`src/lrn_pkg.sv`:
```
package lrn_pkg;

	localparam int MAX_WINDOW = 15;
	localparam int LINE_IW    = $clog2(MAX_WINDOW);
	localparam int SAMPLE_W   = 16;
	localparam int SQ_W       = 32;
	localparam int ACC_W      = 36;
	localparam int SCALE_W    = 32;
	localparam int SZ_W       = 4;
	localparam int ALPHA_W    = 24;
	localparam int BETA_W     = 16;
	localparam int FIFO_DEPTH = 4;
	localparam int FIFO_IW    = $clog2(FIFO_DEPTH);
	localparam logic [SCALE_W-1:0] ONE_Q22 = 32'h0040_0000;

	localparam int PADDR_W = 4;

	typedef enum logic [1:0] {
		REG_WINDOW_SIZE = 2'd0,
		REG_ALPHA       = 2'd1,
		REG_BETA        = 2'd2,
		REG_NONE        = 2'd3
	} reg_idx_t;

	typedef struct packed {
		logic [SAMPLE_W-1:0] sample;
		logic [SCALE_W-1:0]  scale;
		logic                last;
	} lrn_entry_t;

	// round(65536 * 2^(-2^-(k+1)))
	function automatic logic [15:0] exp_step(input logic [3:0] k);
		logic [15:0] c;
		unique case (k)
			4'd0:    c = 16'd46341;
			4'd1:    c = 16'd55109;
			4'd2:    c = 16'd60097;
			4'd3:    c = 16'd62757;
			4'd4:    c = 16'd64132;
			4'd5:    c = 16'd64830;
			4'd6:    c = 16'd65182;
			4'd7:    c = 16'd65359;
			4'd8:    c = 16'd65447;
			4'd9:    c = 16'd65492;
			4'd10:   c = 16'd65514;
			4'd11:   c = 16'd65525;
			default: c = 16'd0;
		endcase
		return c;
	endfunction

endpackage

```
`src/lrn_fifo.sv`:
```
module lrn_fifo import lrn_pkg::*; (
	input  logic       clk,
	input  logic       arst_n,
	input  logic       push,
	input  lrn_entry_t push_data,
	output logic       full,
	input  logic       pop,
	output lrn_entry_t pop_data,
	output logic       empty
);
	lrn_entry_t           mem_q [FIFO_DEPTH];
	logic [FIFO_IW-1:0]   wr_q, rd_q;
	logic [FIFO_IW:0]     cnt_q;

	assign full     = (cnt_q == FIFO_IW'(0) + (FIFO_IW+1)'(FIFO_DEPTH));
	assign empty    = (cnt_q == '0);
	assign pop_data = mem_q[rd_q];

	always_ff @(posedge clk) begin
		if (push && !full) begin
			mem_q[wr_q] <= push_data;
		end
	end

	always_ff @(posedge clk or negedge arst_n) begin
		if (!arst_n) begin
			wr_q  <= '0;
			rd_q  <= '0;
			cnt_q <= '0;
		end else begin
			if (push && !full) wr_q <= wr_q + 1'b1;
			if (pop && !empty) rd_q <= rd_q + 1'b1;
			cnt_q <= cnt_q + (FIFO_IW+1)'(push && !full) - (FIFO_IW+1)'(pop && !empty);
		end
	end
endmodule

```
`config.mk`:
```
export PLATFORM = sky130hd
export DESIGN_NAME = lrn_fifo
export DESIGN_NICKNAME = d
export VERILOG_FILES = /design/src/lrn_pkg.sv /design/src/lrn_fifo.sv
export SDC_FILE = /design/constraint.sdc
export NUM_CORES = 1
export LEC_CHECK = 0
export BUFFER_PORTS_ARGS = -buffer_cell sky130_fd_sc_hd__buf_2
export CORE_MARGIN = 4
export CORE_UTILIZATION = 57
export DETAILED_ROUTE_END_ITERATION = 7
export HOLD_SLACK_MARGIN = 0.1
export PLACE_DENSITY = 0.77
export RECOVER_POWER = 100
export SLEW_MARGIN = 25
export SYNTH_ARGS = -nofsm -noshare
export SYNTH_HDL_FRONTEND = slang
export SYNTH_SLANG_ARGS = --single-unit
```
`constraint.sdc`:
```
create_clock -name clk -period 2.75 [get_ports clk]
set_clock_uncertainty 0.1 [all_clocks]
set_input_delay 0.275 -clock clk [delete_from_list [all_inputs] [get_ports clk]]
set_output_delay 0.275 -clock clk [all_outputs]
set_load 0.02 [all_outputs]
```
==> results.cfg <==
[route]
postRouteWirelength_um = 13970
drc = 0
met1Wirelength_um = 5524
via_per_inst = 5.568
dr.max_layer_used = met4
avgRoutedWirePerCell_um = 21.11
route.met2.wl_um = 7414
vias = 3686
wl_met3_um = 794
first_iter_violations = 242
ant_nets = 0
dr.pass1.iters = 4

[worst_setup_path]
ff2ff_path_depth = 8
cp-startpoint = cnt_q[2]
cp_max_fo = 8
start_kind = flip-flop
cp_data_arrival_time_ps = 2830
cp_slowest_stage_delay_ps = 700
crit_path_end_kind = flip-flop
cp.required_ps = 3000
critPathSlowestCell = nor3b_1
cp_cell_sequence = nor3b_1 > nand2b_1 > ha_1 > inv_1 > ha_1 > fa_1 > xnor2_1 > xnor2_1
crit_type = flip-flop to flip-flop
r2r_start = cnt_q[2]

[pwr]
comb_power_share = 0.299
power_mw = 10.26
leakage_nw = 3.097
power.internal_mw = 7.092
p_seq_frac = 0.427
p_per_area_nw_per_um2 = 1092
peakVddDrop_mv = 0.6959
p_sw_mw = 3.169
p_clk_frac = 0.274
p_sw_frac = 0.3088

[sta]
hold_slack_ps = 493.5
fin_crit_ps = 2572
slew_violations = 0
finalSetupViolCount = 0
rsz0062_at_grt = false
finalHoldViolCount = 0
worst_pin_slew_ps = 883.7
period_share = 0.9353
setup_ws_ps = 177.9
relSlewSlack = 0.4109
fmax_mhz = 388.8
tns_ps = 0

[logic_synthesis]
async_reset_ff_frac = 0.03448
synth.area.mux_share = 0.1457
ys_warn_count = 0
synth_cells = 298
synth_edf_count = 196
avgSynthCellArea_um2 = 25.51
yosys.area_share.simple = 0.01448
syn_area_um2 = 7602
synth-xor-area-share = 0.004608
synth_top_area_cell = edfxtp_1
ys_seq_elements = 203
synth_area_leaders = edfxtp_1, mux4_2, dfrtp_1
synth-seq-area-share = 0.7972
yosys.area_share.adder = 0.01251
synth_top_family_by_area = multiplexers
synth_fp_nets = 358
synth_top_area_share = 0.7742
ys.flop_type = edfxtp_1
synth-compound-area-share = 0.004115
ys_types = 21

[cts]
clk_pin_slew_worst_paths_ps = 60
h-tree-depth = 1
cts_buffers = 20
post_cts_buffers = 0
root_buffer = clkbuf_16
cts_tree = done
cts_sinks = 203
cts_resized = 0
cts_hold_buf = 53
cts_buffer_depth = 3
insertion_delay_ps = 470

[flow_run]
max-cap-violations = 0

[cells_and_area]
insertedDiodeCount = 0
n_fill_cell = 799
final_nets = 536
design_area_um2 = 9395
fin_cells = 662
final_util = 0.7326
drive_gt1_frac = 0.2061
syn2layout_area_growth_pct = 23.58
multi_input_area_um2 = 1371
seqCellArea_um2 = 6066

[global_route]
overflow = 0
grt_max_degree = 50
grt_pass1_vias = 4015
track_usage = 0.1913
grt_first_pass_wirelength_um = 21820
antenna_found_initial = 0

[placement]
dp.final_hpwl_um = 7989
pre_cts_ws_ps = 447.3
port_buffers = 103
place_inst = 573
gp_congestion = 0.7574
postPlaceCellArea_um2 = 8381

[floorplan]
die-width_um = 123.5
rows = 41
coreArea_um2 = 12820
die_y_um = 123.5
io_pins = 104
dieArea_um2 = 15250
initial_core_util = 0.5928

[run_status]
status = finished, final reports clean

[min_path]
worstHoldPathType = input port to flip-flop
min_from = push_data[29]
hold_depth = 2
[power groups by stage]
| stage | combinational, mW | clock (mW) | sequential (mW) |
|---|---|---|---|
| 5_1_grt | 3.29 | 3.02 | 4.44 |
| 6_report | 3.07 | 2.81 | 4.38 |
| 4_1_cts | 3.32 | 2.86 | 4.38 |
| 2_1_floorplan | 2.43 | 0 | 4.29 |
| 3_3_place_gp | 3.22 | 0 | 4.38 |
| 3_5_place_dp | 3.25 | 0 | 4.44 |
[cells in the mapped netlist, types with 2 or more instances]
cell,n
xnor2_1,4
dfrtp_1,7
inv_1,6
buf_12,5
ha_1,6
nand2b_1,4
and3b_1,4
mux4_2,48
o211ai_1,2
edfxtp_1,196
nand4bb_1,2
buf_2,5
[final cells by class]
type                       count  area share
clock buffer                  21     0.05593
inverter                       6    0.002397
timing repair buffer         168      0.1092
multi-input combinational     77      0.1460
clock inverter                15     0.01798
tap                          172     0.02291
sequential                   203      0.6456
[critical path, delay by kind of cell, from the launching register on]
kind | cells | cell delay [ps]
simple gates | 2 | 890
fa+ha+maj | 3 | 690
flops | 1 | 450
xor+xnor | 2 | 280
buf+inv | 1 | 50
[placed cells by master, fill, tap and decap left out, types with 2 or more instances in the layout]
master,netlist,routed
inv_1,6,6
bufinv_16,0,4
buf_2,5,7
clkinv_2,0,3
edfxtp_1,196,196
mux4_2,48,48
clkbuf_1,1,96
dfrtp_1,7,5
buf_4,0,3
and3b_2,0,3
clkbuf_16,0,21
clkinv_1,0,7
dlygate4sd3_1,0,53
nand2b_1,4,4
nand4bb_1,2,2
clkbuf_2,0,6
buf_12,5,2
o211ai_1,2,2
ha_1,6,6
xnor2_1,4,4
[flip-flops by register name (all words and copies together) (netlist names)]
signal,cells
cnt_q,3
mem_q,196
wr_q,2
rd_q,2
[worst paths after layout]
kind,endpoint,slack [ps]
worst max register to register,cnt_q[2],180
worst min register to register,wr_q[1],520
min in group asynchronous,wr_q[1],660
worst min-delay path,mem_q[2][29],490
max in group asynchronous,rd_q[0],1610
worst max-delay path,cnt_q[2],180
[cells by family (layout without fill, tap and decap cells)]
| group | count (synthesis) | in the layout |
|---|---|---|
| xor gates and xnor gates | 4 | 4 |
| muxes | 49 | 49 |
| and+or+nand+nor | 13 | 13 |
| AOI/OAI and AO/OA | 4 | 4 |
| DFF | 203 | 203 |
| adders and majority gates | 7 | 7 |
| buffers and inverters | 18 | 210 |
[routing by layer]
layer	up-vias	global-route usage
li1	1634	-
met1	1896	0.2477
met2	129	0.3350
met3	27	0.03843
met4	0	0.05052
met5	-	0
Power figures use the tool's default switching activity.
